$ cat src/shbe_pkg.sv
package shbe_pkg;

   localparam int MAX_DEGREE_DEF    = 8;
   localparam int ANGLE_BITS_DEF    = 16;
   localparam int OUT_FRAC_BITS_DEF = 23;

   localparam int DEG_W  = 4;
   localparam int TAB_N  = 10;
   localparam int TAB_IW = 7;
   localparam int QF     = 28;

   localparam logic [DEG_W-1:0] LIMIT_RESET = 4'd8;
   localparam logic [4:0]       TRIG_LAST   = 5'd21;
   localparam logic [31:0]      PI_Q29      = 32'h6487_ED51;
   localparam logic [31:0]      ONE_Q30     = 32'h4000_0000;

   typedef enum logic [4:0] {
      OP_NONE,
      OP_LOAD,
      OP_ANG_EL,
      OP_ANG_AZ,
      OP_T_R,
      OP_T_T2,
      OP_H_MUL,
      OP_H_DIV,
      OP_S_FIN,
      OP_C_FIN,
      OP_SET_XU,
      OP_STORE_AZ,
      OP_L_0,
      OP_L_T1,
      OP_L_AT,
      OP_L_BO,
      OP_L_DU,
      OP_L_DC,
      OP_O_C,
      OP_O_S,
      OP_EMIT
   } op_type;

   typedef struct packed {
      logic             valid;
      op_type           op;
      logic [3:0]       kidx;
      logic [DEG_W-1:0] n;
      logic [DEG_W-1:0] m;
      logic             last;
   } cmd_type;

   typedef struct packed {
      logic out_free;
   } stat_type;

   function automatic op_type trig_op(input logic [4:0] step);
      op_type op;
      if (step == 5'd0) begin
         op = OP_T_R;
      end else if (step == 5'd1) begin
         op = OP_T_T2;
      end else if (step <= 5'd9) begin
         op = step[0] ? OP_H_DIV : OP_H_MUL;
      end else if (step == 5'd10) begin
         op = OP_S_FIN;
      end else if (step <= 5'd20) begin
         op = step[0] ? OP_H_MUL : OP_H_DIV;
      end else begin
         op = OP_C_FIN;
      end
      return op;
   endfunction

   function automatic logic [3:0] trig_k(input logic [4:0] step);
      logic [4:0] d;
      d = 5'd0;
      if (step >= 5'd2 && step <= 5'd9) begin
         d = (step - 5'd2) >> 1;
      end else if (step >= 5'd11 && step <= 5'd20) begin
         d = 5'd4 + ((step - 5'd11) >> 1);
      end
      return d[3:0];
   endfunction

   function automatic logic [6:0] k_val(input logic [3:0] idx);
      logic [6:0] k;
      unique case (idx)
         4'd0:    k = 7'd72;
         4'd1:    k = 7'd42;
         4'd2:    k = 7'd20;
         4'd3:    k = 7'd6;
         4'd4:    k = 7'd90;
         4'd5:    k = 7'd56;
         4'd6:    k = 7'd30;
         4'd7:    k = 7'd12;
         default: k = 7'd2;
      endcase
      return k;
   endfunction

   function automatic logic [31:0] k_rcp(input logic [3:0] idx);
      logic [63:0] r;
      unique case (idx)
         4'd0:    r = 64'h1_0000_0000 / 64'd72;
         4'd1:    r = 64'h1_0000_0000 / 64'd42;
         4'd2:    r = 64'h1_0000_0000 / 64'd20;
         4'd3:    r = 64'h1_0000_0000 / 64'd6;
         4'd4:    r = 64'h1_0000_0000 / 64'd90;
         4'd5:    r = 64'h1_0000_0000 / 64'd56;
         4'd6:    r = 64'h1_0000_0000 / 64'd30;
         4'd7:    r = 64'h1_0000_0000 / 64'd12;
         default: r = 64'h1_0000_0000 / 64'd2;
      endcase
      return r[31:0];
   endfunction

   // floor(2^26 * sqrt(num / den)) by shift-subtract division and a digit-wise root.
   function automatic logic [31:0] coef_f(input logic [63:0] num, input logic [63:0] den);
      logic [63:0] dvd;
      logic [63:0] r;
      logic [63:0] q;
      logic [63:0] y;
      logic [63:0] res;
      logic [63:0] b;
      if (den == 64'd0) begin
         return 32'd0;
      end
      dvd = num << 52;
      r   = 64'd0;
      q   = 64'd0;
      for (int i = 63; i >= 0; i--) begin
         r = {r[62:0], dvd[i]};
         q = q << 1;
         if (r >= den) begin
            r    = r - den;
            q[0] = 1'b1;
         end
      end
      y   = q;
      res = 64'd0;
      b   = 64'd1 << 62;
      for (int i = 0; i < 32; i++) begin
         if (b > y) begin
            b = b >> 2;
         end
      end
      for (int i = 0; i < 32; i++) begin
         if (b != 64'd0) begin
            if (y >= res + b) begin
               y   = y - (res + b);
               res = (res >> 1) + b;
            end else begin
               res = res >> 1;
            end
            b = b >> 2;
         end
      end
      return res[31:0];
   endfunction

   function automatic logic [TAB_N*TAB_N*32-1:0] build_tab(input int kind);
      logic [TAB_N*TAB_N*32-1:0] tab;
      logic [31:0]               c;
      tab = '0;
      for (int n = 0; n < TAB_N; n++) begin
         for (int m = 0; m < TAB_N; m++) begin
            c = 32'd0;
            if (kind == 0 && m < n) begin
               c = coef_f(64'(4 * n * n - 1), 64'(n * n - m * m));
            end else if (kind == 1 && n >= 2 && m + 2 <= n) begin
               c = coef_f(64'((2 * n + 1) * (n + m - 1) * (n - m - 1)),
                          64'((n * n - m * m) * (2 * n - 3)));
            end else if (kind == 2 && m == 0 && n == 1) begin
               c = coef_f(64'd3, 64'd1);
            end else if (kind == 2 && m == 0 && n >= 2) begin
               c = coef_f(64'(2 * n + 1), 64'(2 * n));
            end
            tab[(n * TAB_N + m) * 32 +: 32] = c;
         end
      end
      return tab;
   endfunction

   localparam logic [TAB_N*TAB_N*32-1:0] A_TAB = build_tab(0);
   localparam logic [TAB_N*TAB_N*32-1:0] B_TAB = build_tab(1);
   localparam logic [TAB_N*TAB_N*32-1:0] D_TAB = build_tab(2);

endpackage

$ cat src/shbe_ctrl.sv
module shbe_ctrl #(
   parameter int MAX_DEGREE = shbe_pkg::MAX_DEGREE_DEF
) (
   input  logic                         clock,
   input  logic                         reset,
   input  logic                         req_tvalid,
   output logic                         req_tready,
   input  logic                         csr_we,
   input  logic [shbe_pkg::DEG_W-1:0]   csr_wdata,
   output shbe_pkg::cmd_type            cmd,
   input  shbe_pkg::stat_type           status
);

   typedef enum logic [6:0] {
      ST_IDLE  = 7'b0000001,
      ST_ANG   = 7'b0000010,
      ST_TRIG  = 7'b0000100,
      ST_SAVE  = 7'b0001000,
      ST_ANGAZ = 7'b0010000,
      ST_LEG   = 7'b0100000,
      ST_EMIT  = 7'b1000000
   } state_type;

   localparam logic [shbe_pkg::DEG_W-1:0] MAXD = shbe_pkg::DEG_W'(MAX_DEGREE);

   state_type                     state_ff, state_in;
   logic                          ph_ff, ph_in;
   logic [4:0]                    sub_ff, sub_in;
   logic [shbe_pkg::DEG_W-1:0]    n_ff, n_in;
   logic [shbe_pkg::DEG_W-1:0]    m_ff, m_in;
   logic [shbe_pkg::DEG_W-1:0]    lim_ff, lim_in;
   logic [shbe_pkg::DEG_W-1:0]    limit_ff;
   logic                          azm_ff, azm_in;
   logic [2:0]                    base;
   shbe_pkg::op_type              leg_op;
   logic [shbe_pkg::DEG_W-1:0]    clamp;

   assign req_tready = (state_ff == ST_IDLE) && !ph_ff;

   always_comb begin
      if (limit_ff == '0) begin
         clamp = shbe_pkg::DEG_W'(1);
      end else if (limit_ff > MAXD) begin
         clamp = MAXD;
      end else begin
         clamp = limit_ff;
      end
   end

   always_comb begin
      base = (n_ff == '0) ? 3'd1 : ((m_ff == n_ff) ? 3'd2 : 3'd3);
      if (sub_ff < 5'(base)) begin
         if (n_ff == '0) begin
            leg_op = shbe_pkg::OP_L_0;
         end else if (m_ff == n_ff) begin
            leg_op = (sub_ff == 5'd0) ? shbe_pkg::OP_L_DU : shbe_pkg::OP_L_DC;
         end else if (sub_ff == 5'd0) begin
            leg_op = shbe_pkg::OP_L_T1;
         end else if (sub_ff == 5'd1) begin
            leg_op = shbe_pkg::OP_L_AT;
         end else begin
            leg_op = shbe_pkg::OP_L_BO;
         end
      end else if (sub_ff == 5'(base)) begin
         leg_op = shbe_pkg::OP_O_C;
      end else begin
         leg_op = shbe_pkg::OP_O_S;
      end
   end

   always_comb begin
      state_in = state_ff;
      ph_in    = 1'b0;
      sub_in   = sub_ff;
      n_in     = n_ff;
      m_in     = m_ff;
      lim_in   = lim_ff;
      azm_in   = azm_ff;
      cmd      = '0;
      cmd.op   = shbe_pkg::OP_NONE;
      cmd.n    = n_ff;
      cmd.m    = m_ff;
      if (!ph_ff) begin
         unique case (state_ff)
            ST_IDLE: begin
               if (req_tvalid) begin
                  cmd.valid = 1'b1;
                  cmd.op    = shbe_pkg::OP_LOAD;
                  lim_in    = clamp;
                  state_in  = ST_ANG;
               end
            end
            ST_ANG: begin
               cmd.valid = 1'b1;
               cmd.op    = shbe_pkg::OP_ANG_EL;
               azm_in    = 1'b0;
               sub_in    = 5'd0;
               state_in  = ST_TRIG;
            end
            ST_TRIG: begin
               cmd.valid = 1'b1;
               cmd.op    = shbe_pkg::trig_op(sub_ff);
               cmd.kidx  = shbe_pkg::trig_k(sub_ff);
               if (sub_ff == shbe_pkg::TRIG_LAST) begin
                  state_in = ST_SAVE;
               end else begin
                  sub_in = sub_ff + 5'd1;
               end
            end
            ST_SAVE: begin
               cmd.valid = 1'b1;
               if (!azm_ff) begin
                  cmd.op   = shbe_pkg::OP_SET_XU;
                  azm_in   = 1'b1;
                  m_in     = '0;
                  state_in = ST_ANGAZ;
               end else begin
                  cmd.op = shbe_pkg::OP_STORE_AZ;
                  if (m_ff == lim_ff) begin
                     n_in     = '0;
                     m_in     = '0;
                     sub_in   = 5'd0;
                     state_in = ST_LEG;
                  end else begin
                     m_in     = m_ff + shbe_pkg::DEG_W'(1);
                     state_in = ST_ANGAZ;
                  end
               end
            end
            ST_ANGAZ: begin
               cmd.valid = 1'b1;
               cmd.op    = shbe_pkg::OP_ANG_AZ;
               sub_in    = 5'd0;
               state_in  = ST_TRIG;
            end
            ST_LEG: begin
               cmd.valid = 1'b1;
               cmd.op    = leg_op;
               if (leg_op == shbe_pkg::OP_O_S) begin
                  sub_in   = 5'd0;
                  state_in = ST_EMIT;
               end else begin
                  sub_in = sub_ff + 5'd1;
               end
            end
            ST_EMIT: begin
               if (status.out_free) begin
                  cmd.valid = 1'b1;
                  cmd.op    = shbe_pkg::OP_EMIT;
                  cmd.last  = (n_ff == lim_ff) && (m_ff == n_ff);
                  if (m_ff == n_ff) begin
                     if (n_ff == lim_ff) begin
                        state_in = ST_IDLE;
                     end else begin
                        n_in     = n_ff + shbe_pkg::DEG_W'(1);
                        m_in     = '0;
                        state_in = ST_LEG;
                     end
                  end else begin
                     m_in     = m_ff + shbe_pkg::DEG_W'(1);
                     state_in = ST_LEG;
                  end
               end
            end
            default: begin
               state_in = ST_IDLE;
            end
         endcase
         ph_in = cmd.valid;
      end
   end

   always_ff @(posedge clock) begin
      if (reset) begin
         state_ff <= ST_IDLE;
         ph_ff    <= 1'b0;
         sub_ff   <= 5'd0;
         n_ff     <= '0;
         m_ff     <= '0;
         lim_ff   <= shbe_pkg::DEG_W'(1);
         azm_ff   <= 1'b0;
         limit_ff <= shbe_pkg::LIMIT_RESET;
      end else begin
         state_ff <= state_in;
         ph_ff    <= ph_in;
         sub_ff   <= sub_in;
         n_ff     <= n_in;
         m_ff     <= m_in;
         lim_ff   <= lim_in;
         azm_ff   <= azm_in;
         if (csr_we) begin
            limit_ff <= csr_wdata;
         end
      end
   end

endmodule

$ cat config.mk
export PLATFORM = sky130hd
export DESIGN_NAME = shbe_ctrl
export DESIGN_NICKNAME = d
export VERILOG_FILES = /design/src/shbe_pkg.sv /design/src/shbe_ctrl.sv
export SDC_FILE = /design/constraint.sdc
export NUM_CORES = 1
export LEC_CHECK = 0
export BUFFER_PORTS_ARGS = -buffer_cell sky130_fd_sc_hd__buf_2
export CORE_ASPECT_RATIO = 0.6
export CORE_MARGIN = 4
export CORE_UTILIZATION = 50
export DETAILED_ROUTE_END_ITERATION = 7
export GPL_TIMING_DRIVEN = 0
export HOLD_SLACK_MARGIN = 0.02
export MAX_ROUTING_LAYER = met4
export PLACE_DENSITY = 0.72
export SLEW_MARGIN = 10
export SYNTH_ARGS = -nofsm -noshare
export SYNTH_HDL_FRONTEND = slang
export SYNTH_SLANG_ARGS = --single-unit
$ cat constraint.sdc
create_clock -name clock -period 5.85 [get_ports clock]
set_clock_uncertainty 0.2 [all_clocks]
set_input_delay 0.585 -clock clock [delete_from_list [all_inputs] [get_ports clock]]
set_output_delay 0.585 -clock clock [all_outputs]
set_load 0.02 [all_outputs]
==> impl_metrics.py, run 1 <==
metrics = {
    "sta": {
        "finalCritPeriodShare_pct": 67.6,
        "slew_headroom_pct": 51.1,
        "hold_violations": 0,
        "drv_slew": 0,
        "setup_viol": 0,
        "setup-tns-final_ns": 0,
        "fmax_mhz": 253,
        "rsz0062_at_grt": "no",
        "min_period_ns": 3.95,
        "tightest_slew_ns": 0.726,
    },
    "setup_path": {
        "startpoint": "n_ff[0]",
        "arrival_ns": 3.17,
        "r2r_slack_ns": 2.60,
        "end_kind": "output pin",
        "cp_slowest_stage_delay_ns": 0.58,
        "cp_max_fo": 6,
        "path_buf_inv": 2,
        "required_ns": 5.07,
        "crit_chain": "inv_1 > ha_1 > and3_1 > ha_1 > nor2b_1 > o21ai_0 > a31oi_1 > a221oi_1 > a31oi_1 > buf_2",
        "critPathKind": "flip-flop to output pin",
        "worstReg2RegStart": "n_ff[0]",
        "r2r-end": "state_ff[2]",
        "crit_cells": 10,
        "start_kind": "flip-flop",
        "rr_worst_depth": 10,
        "worstSetupEndpoint": "cmd[13]",
        "cp_top_family": "compound AO/OA/AOI/OAI gates",
        "cp_slowest_cell": "o21ai_0",
    },
    "clocking": {
        "insertion_delay_ns": 0.29,
        "htreeDepth": 2,
        "clockBufferDepth": 2,
        "clk_pin_slew_worst_paths_ns": 0.07,
        "clock_sinks": 30,
        "hold_buffers": 0,
        "cts_made_buffers": 5,
        "cts_tree": "yes",
        "post_cts_buffers": 0,
        "root_buffer": "clkbuf_8",
        "cts_resized": 0,
    },
    "global_routing": {
        "met1_usage_pct": 40.2,
        "grt_pass1_vias": 2518,
        "grt_pass1_wl_mm": 13.0,
        "grt-ovfl-total": 0,
        "met2_usage_pct": 32.0,
        "grt_busiest_layer": "met1",
        "grt_max_degree": 11,
        "antenna_found_initial": 0,
        "grtUsageMet3_pct": 6.45,
        "track_usage_pct": 25.8,
    },
    "place": {
        "port_buffers": 26,
        "gp_congestion": 0.948,
        "dpl.hpwl_mm": 6.01,
        "placed_area_um2": 2880,
    },
    "logic_synthesis": {
        "synthDistinctLibCells": 70,
        "synth.avg_cell_area_um2": 8.03,
        "yosysWarningCount": 0,
        "synthFlopType": "dfxtp_1",
        "ys_ff_latch": 30,
        "syn-cell-area_um2": 2670,
        "synth_top_area_share_pct": 22.5,
        "postSynthCellCount": 332,
        "synth_edf_count": 0,
        "async_reset_ff_share_pct": 0,
        "syn_nets": 355,
        "yosysSeqAreaShare_pct": 22.5,
        "synth_area_leader_cell": "dfxtp_1",
        "synth.area.top_cells": "dfxtp_1, ha_1, a21oi_1",
    },
    "power": {
        "vdd_drop_max_v": 0.000148,
        "powerDensity_nw_per_um2": 273,
        "power_leakage_uw": 0.00118,
    },
    "run_status": {
        "status": "completed",
    },
    "finish": {
        "design_area_um2": 2980,
        "ff_latch_area_um2": 601,
        "multi_input_area_um2": 1900,
        "fin_util_pct": 58.3,
        "diodes": 0,
        "drive_gt1_share_pct": 16.7,
        "fin_nets": 388,
        "nFillCells": 482,
        "area_growth_pct": 11.5,
    },
    "detailed_routing": {
        "dr.pass1.iters": 6,
        "avgRoutedWirePerCell_um": 18.3,
        "drcViolationCount": 0,
        "drt_wl_total_mm": 7.91,
        "drt_iter0_drc": 304,
        "ant_nets": 0,
        "via_per_inst": 6.55,
        "vias": 2829,
    },
    "worst_hold_path": {
        "hold_path.class": "flip-flop to flip-flop",
        "hp-start": "limit_ff[0]",
    },
    "floorplan": {
        "rows": 20,
        "die_area_um2": 6610,
        "start_util_pct": 52.3,
        "ios": 29,
        "coreArea_um2": 5100,
        "die_w_um": 102,
        "die_h_um": 64.6,
    },
    "run": {
        "drv_cap": 0,
    },
}
==> flip-flops by register name, summed over array words and instances, names as in the netlist <==
signal	cells
state_ff	7
sub_ff	5
lim_ff	4
limit_ff	4
m_ff	4
n_ff	4
azm_ff	1
ph_ff	1
==> per-stage QoR <==
stage	hold slack [ns]	std cells	total power [µW]	worst slack, ns
global route	0.338	432	860	1.76
finish	0.309	432	811	1.90
floorplan	0.261	332	523	2.74
detailed placement	0.287	424	620	2.33
CTS	0.307	432	804	2.01
global placement	0.287	424	615	2.39
==> placed cells by master (no fill, tap or decap), types with 3 or more instances in the layout <==
cell	count
a21o_1	3
a21oi_1	27
a221oi_1	4
a31oi_1	11
and2_1	3
and3_1	10
buf_2	28
buf_4	4
clkbuf_1	12
clkbuf_8	6
dfxtp_1	30
ha_1	14
inv_1	14
mux2i_1	7
nand2_1	16
nand2b_1	5
nand3_1	19
nand3b_1	3
nand4_1	8
nand4b_1	3
nor2_1	20
nor2b_1	8
nor3_1	4
o2111ai_1	5
o211ai_1	5
o21ai_0	14
o311ai_0	5
o31ai_1	4
or3b_1	3
or4_1	3
xnor2_1	11
xor2_1	6
==> layer usage <==
metal,vias to the layer above,routed length (µm)
met4,0,74
met3,11,969
met1,1312,3860
met5,-,0
li1,1344,-
met2,162,3010
==> cell families after synthesis <==
logic type	share of synthesized area (%)
compound gates	27.2
xor+xnor	5.58
simple gates	29.4
fa+ha+maj	6.57
buf+inv	6.14
mux	2.63
flops	22.5
==> final cells by class <==
cell class | count | area share (%)
Clock buffer | 6 | 2.78
Clock inverter | 2 | 0.421
Buffer | 20 | 3.62
Timing Repair Buffer | 26 | 4.37
Sequential cell | 30 | 20.2
Inverter | 15 | 1.89
Multi-Input combinational cell | 267 | 64.0
Tap cell | 66 | 2.78
==> Yosys cell counts (4+ instances only) <==
cell and instances:
o31ai_1 4, xor2_1 6, o21ai_0 14, dfxtp_1 30, nand2b_1 5, nand3_1 19, a221oi_1 4, nand4_1 8
nor2_1 20, o2111ai_1 5, a31oi_1 11, o311ai_0 5, buf_4 4, mux2i_1 7, inv_1 14, nor2b_1 8
xnor2_1 11, a21oi_1 27, o211ai_1 5, clkbuf_1 12, nand2_1 16, ha_1 14, nor3_1 4, and3_1 10
==> report_power, final <==
part           leakage, µW  internal (µW)  switching (µW)
Combinational     0.000888            131             248
Clock            0.0000472           94.5            88.3
Sequential        0.000244            224            25.9
==> worst min-delay path by stage <==
stage | end | slack (ns) | depth (start not counted)
2_1_floorplan | limit_ff[0] | 0.26 | 2
3_3_place_gp | limit_ff[0] | 0.29 | 2
3_5_place_dp | limit_ff[0] | 0.29 | 2
4_1_cts | limit_ff[0] | 0.31 | 2
5_1_grt | limit_ff[3] | 0.34 | 3
6_report | limit_ff[0] | 0.31 | 2
==> worst min-delay path, cell delays in order, from the launching register on <==
cell and delay [ns]:
dfxtp_1 0.33, mux2i_1 0.07, nor2_1 0.08
(Power assumes the default switching activity.)
==> run 2, diff against run 1 <==
ABC_AREA = 1   (was not set)
PLACE_DENSITY = 0.74   (was 0.72)
clock period = 3.3 ns   (was 5.85 ns; I/O delays follow)
==> impl_metrics.py, run 2 <==
metrics = {
    "run_status": {
        "status": "completed",
    },
    "clocking": {
        "htreeDepth": 2,
        "cts_tree": "yes",
        "clockBufferDepth": 2,
        "post_cts_buffers": 0,
        "cts_made_buffers": 5,
        "clk_pin_slew_worst_paths_ns": 0.07,
        "hold_buffers": 0,
        "clock_sinks": 30,
        "insertion_delay_ns": 0.29,
        "cts_resized": 0,
        "root_buffer": "clkbuf_8",
    },
    "logic_synthesis": {
        "synthDistinctLibCells": 38,
        "synthFlopType": "dfxtp_1",
        "async_reset_ff_share_pct": 0,
        "postSynthCellCount": 445,
        "yosysSeqAreaShare_pct": 21.6,
        "yosys-top-cells-count": "nand2_1, nor2_1, inv_1",
        "yosysMostFrequentCell": "nand2_1",
        "yosysWarningCount": 0,
        "synth.avg_cell_area_um2": 6.26,
        "synth_edf_count": 0,
        "synth_top_area_share_pct": 21.6,
        "synth_area_leader_cell": "dfxtp_1",
        "synth.area.top_cells": "dfxtp_1, nand2_1, nor2_1",
        "syn_nets": 468,
        "ys_ff_latch": 30,
        "syn-cell-area_um2": 2780,
    },
    "detailed_routing": {
        "avgRoutedWirePerCell_um": 13.9,
        "ant_nets": 0,
        "drcViolationCount": 0,
        "dr.pass1.iters": 5,
        "vias": 2953,
        "via_per_inst": 5.41,
        "drt_iter0_drc": 281,
        "drt_wl_total_mm": 7.60,
    },
    "global_routing": {
        "antenna_found_initial": 0,
        "grt_busiest_layer": "met1",
        "met1_usage_pct": 35.6,
        "grtUsageMet3_pct": 5.37,
        "grt_pass1_vias": 2632,
        "grt_pass1_wl_mm": 12.7,
        "met2_usage_pct": 31.4,
        "track_usage_pct": 23.6,
        "grt-ovfl-total": 0,
        "grt_max_degree": 11,
    },
    "place": {
        "gp_congestion": 0.943,
        "dpl.hpwl_mm": 5.93,
        "port_buffers": 27,
        "placed_area_um2": 3000,
    },
    "finish": {
        "design_area_um2": 3150,
        "area_growth_pct": 13.3,
        "drive_gt1_share_pct": 24.4,
        "regMostFlops": "state_ff",
        "fin_nets": 502,
        "nFillCells": 486,
        "final_cell_mix": "nand2_1, nor2_1, inv_1",
        "diodes": 0,
        "largest_register_ff_count": 7,
        "reg_top3": "state_ff: 7 flops, sub_ff: 5 flops",
        "final_common_cell": "nand2_1",
    },
    "setup_path": {
        "r2r_slack_ns": 0.63,
        "arrival_ns": 2.57,
        "start_kind": "flip-flop",
        "critPathKind": "flip-flop to output pin",
        "startpoint": "n_ff[1]",
        "rr_worst_depth": 15,
        "r2r-end": "state_ff[2]",
        "cp_max_fo": 8,
        "end_kind": "output pin",
        "required_ns": 2.77,
        "worstReg2RegStart": "n_ff[1]",
    },
    "sta": {
        "fmax_mhz": 323,
        "hold_violations": 0,
        "setup-tns-final_ns": 0,
        "setup_viol": 0,
        "rsz0062_at_grt": "no",
        "drv_slew": 0,
        "tightest_slew_ns": 0.557,
        "timing.hold.ws_ns": 0.0563,
        "slew_headroom_pct": 62.5,
        "finalCritPeriodShare_pct": 93.8,
        "min_period_ns": 3.10,
    },
    "power": {
        "p_switching_uw": 1160,
        "vdd_drop_max_v": 0.000424,
        "swShare_pct": 49.5,
        "combPwrFrac_pct": 57.5,
        "power_leakage_uw": 0.00157,
        "seqPwrFrac_pct": 22.3,
        "powerDensity_nw_per_um2": 740,
        "intPower_uw": 1180,
        "pwr-share-clk_pct": 20.3,
    },
    "worst_hold_path": {
        "hp-start": "csr_wdata[3]",
        "hold_path.class": "primary input to flip-flop",
        "whs_endpoint": "limit_ff[3]",
        "min_delay_path_depth": 3,
    },
    "floorplan": {
        "start_util_pct": 53.2,
        "coreArea_um2": 5230,
        "die_w_um": 104,
        "rows": 20,
        "die_area_um2": 6860,
        "ios": 29,
        "die_h_um": 65.8,
    },
    "run": {
        "drv_cap": 0,
    },
}
## run 2: changes by cell type after synthesis, sizes merged, moves of 6 or more
cell    delta
inv       +39
xnor2     -10
nand4      +6
mux2i      -7
o21ai      +7
and3      -10
clkbuf    -10
nand2    +130
nor2      +54
nor2b      -8
nand3     +14
a31oi     -11
## run 2: worst max-delay path, cell delays in order, from the launching register on
cell     delay (ns)
dfxtp_1        0.45
inv_2          0.08
nand2_1        0.06
nand2_1        0.08
nor2_4         0.16
nand2_4        0.10
or2_2          0.28
ha_1           0.18
nor2_1         0.10
nor2_1         0.06
nand2_2        0.08
inv_1          0.05
o21ai_1        0.12
nor2_1         0.08
nor3_1         0.15
nor2_1         0.08
buf_2          0.17
## run 2: cells by family (layout without fill, tap and decap cells)
| logic type | Yosys count | in the layout | synth area share, % |
|---|---|---|---|
| AO/OA/AOI/OAI | 52 | 52 | 10.7 |
| XOR/XNOR | 7 | 7 | 2.20 |
| adder cells (fa/ha/maj) | 14 | 14 | 6.29 |
| buffers and inverters | 62 | 97 | 9.35 |
| flip-flops | 30 | 30 | 21.6 |
| AND/OR/NAND/NOR | 280 | 280 | 49.9 |
## run 2: worst max-delay path by stage
stage	to
after floorplan	cmd[13]
after global placement	cmd[16]
after detailed placement	cmd[16]
after CTS	cmd[16]
after global routing	cmd[16]
final	cmd[16]
## run 2: routing by layer
metal  vias to the layer above  routed length [µm]
li1                       1491                   -
met1                      1327                3890
met2                       130                2900
met3                         5                 761
met4                         0                  45
met5                         -                   0
## run 2: stage by stage
step                      std cells  total power, µW  utilization (%)  setup slack, ns
after global placement          538             1810             57.4            0.481
after floorplan                 445             1530                -            0.586
after CTS                       546             2320             60.1            0.116
final                           546             2330             60.3            0.203
after global routing            546             2530             60.3          0.00249
after detailed placement        538             1830             57.4            0.435
## run 2: area by class of cell
class,instances,area [µm²],area share (%)
Buffer,9,56.3,1.79
Clock buffer,6,82.6,2.62
Clock inverter,2,60.1,1.90
Inverter,53,204,6.47
Multi-Input combinational cell,353,1930,61.1
Sequential cell,30,607,19.2
Tap cell,66,82.6,2.62
Timing Repair Buffer,27,135,4.29
## run 2: power groups by stage
stage / Clock [µW] / Sequential (µW) / Combinational, µW
final: 473 / 520 / 1340
after global routing: 498 / 529 / 1500
after CTS: 480 / 516 / 1320
after detailed placement: 0 / 524 / 1310
after global placement: 0 / 521 / 1290
after floorplan: 0 / 503 / 1020
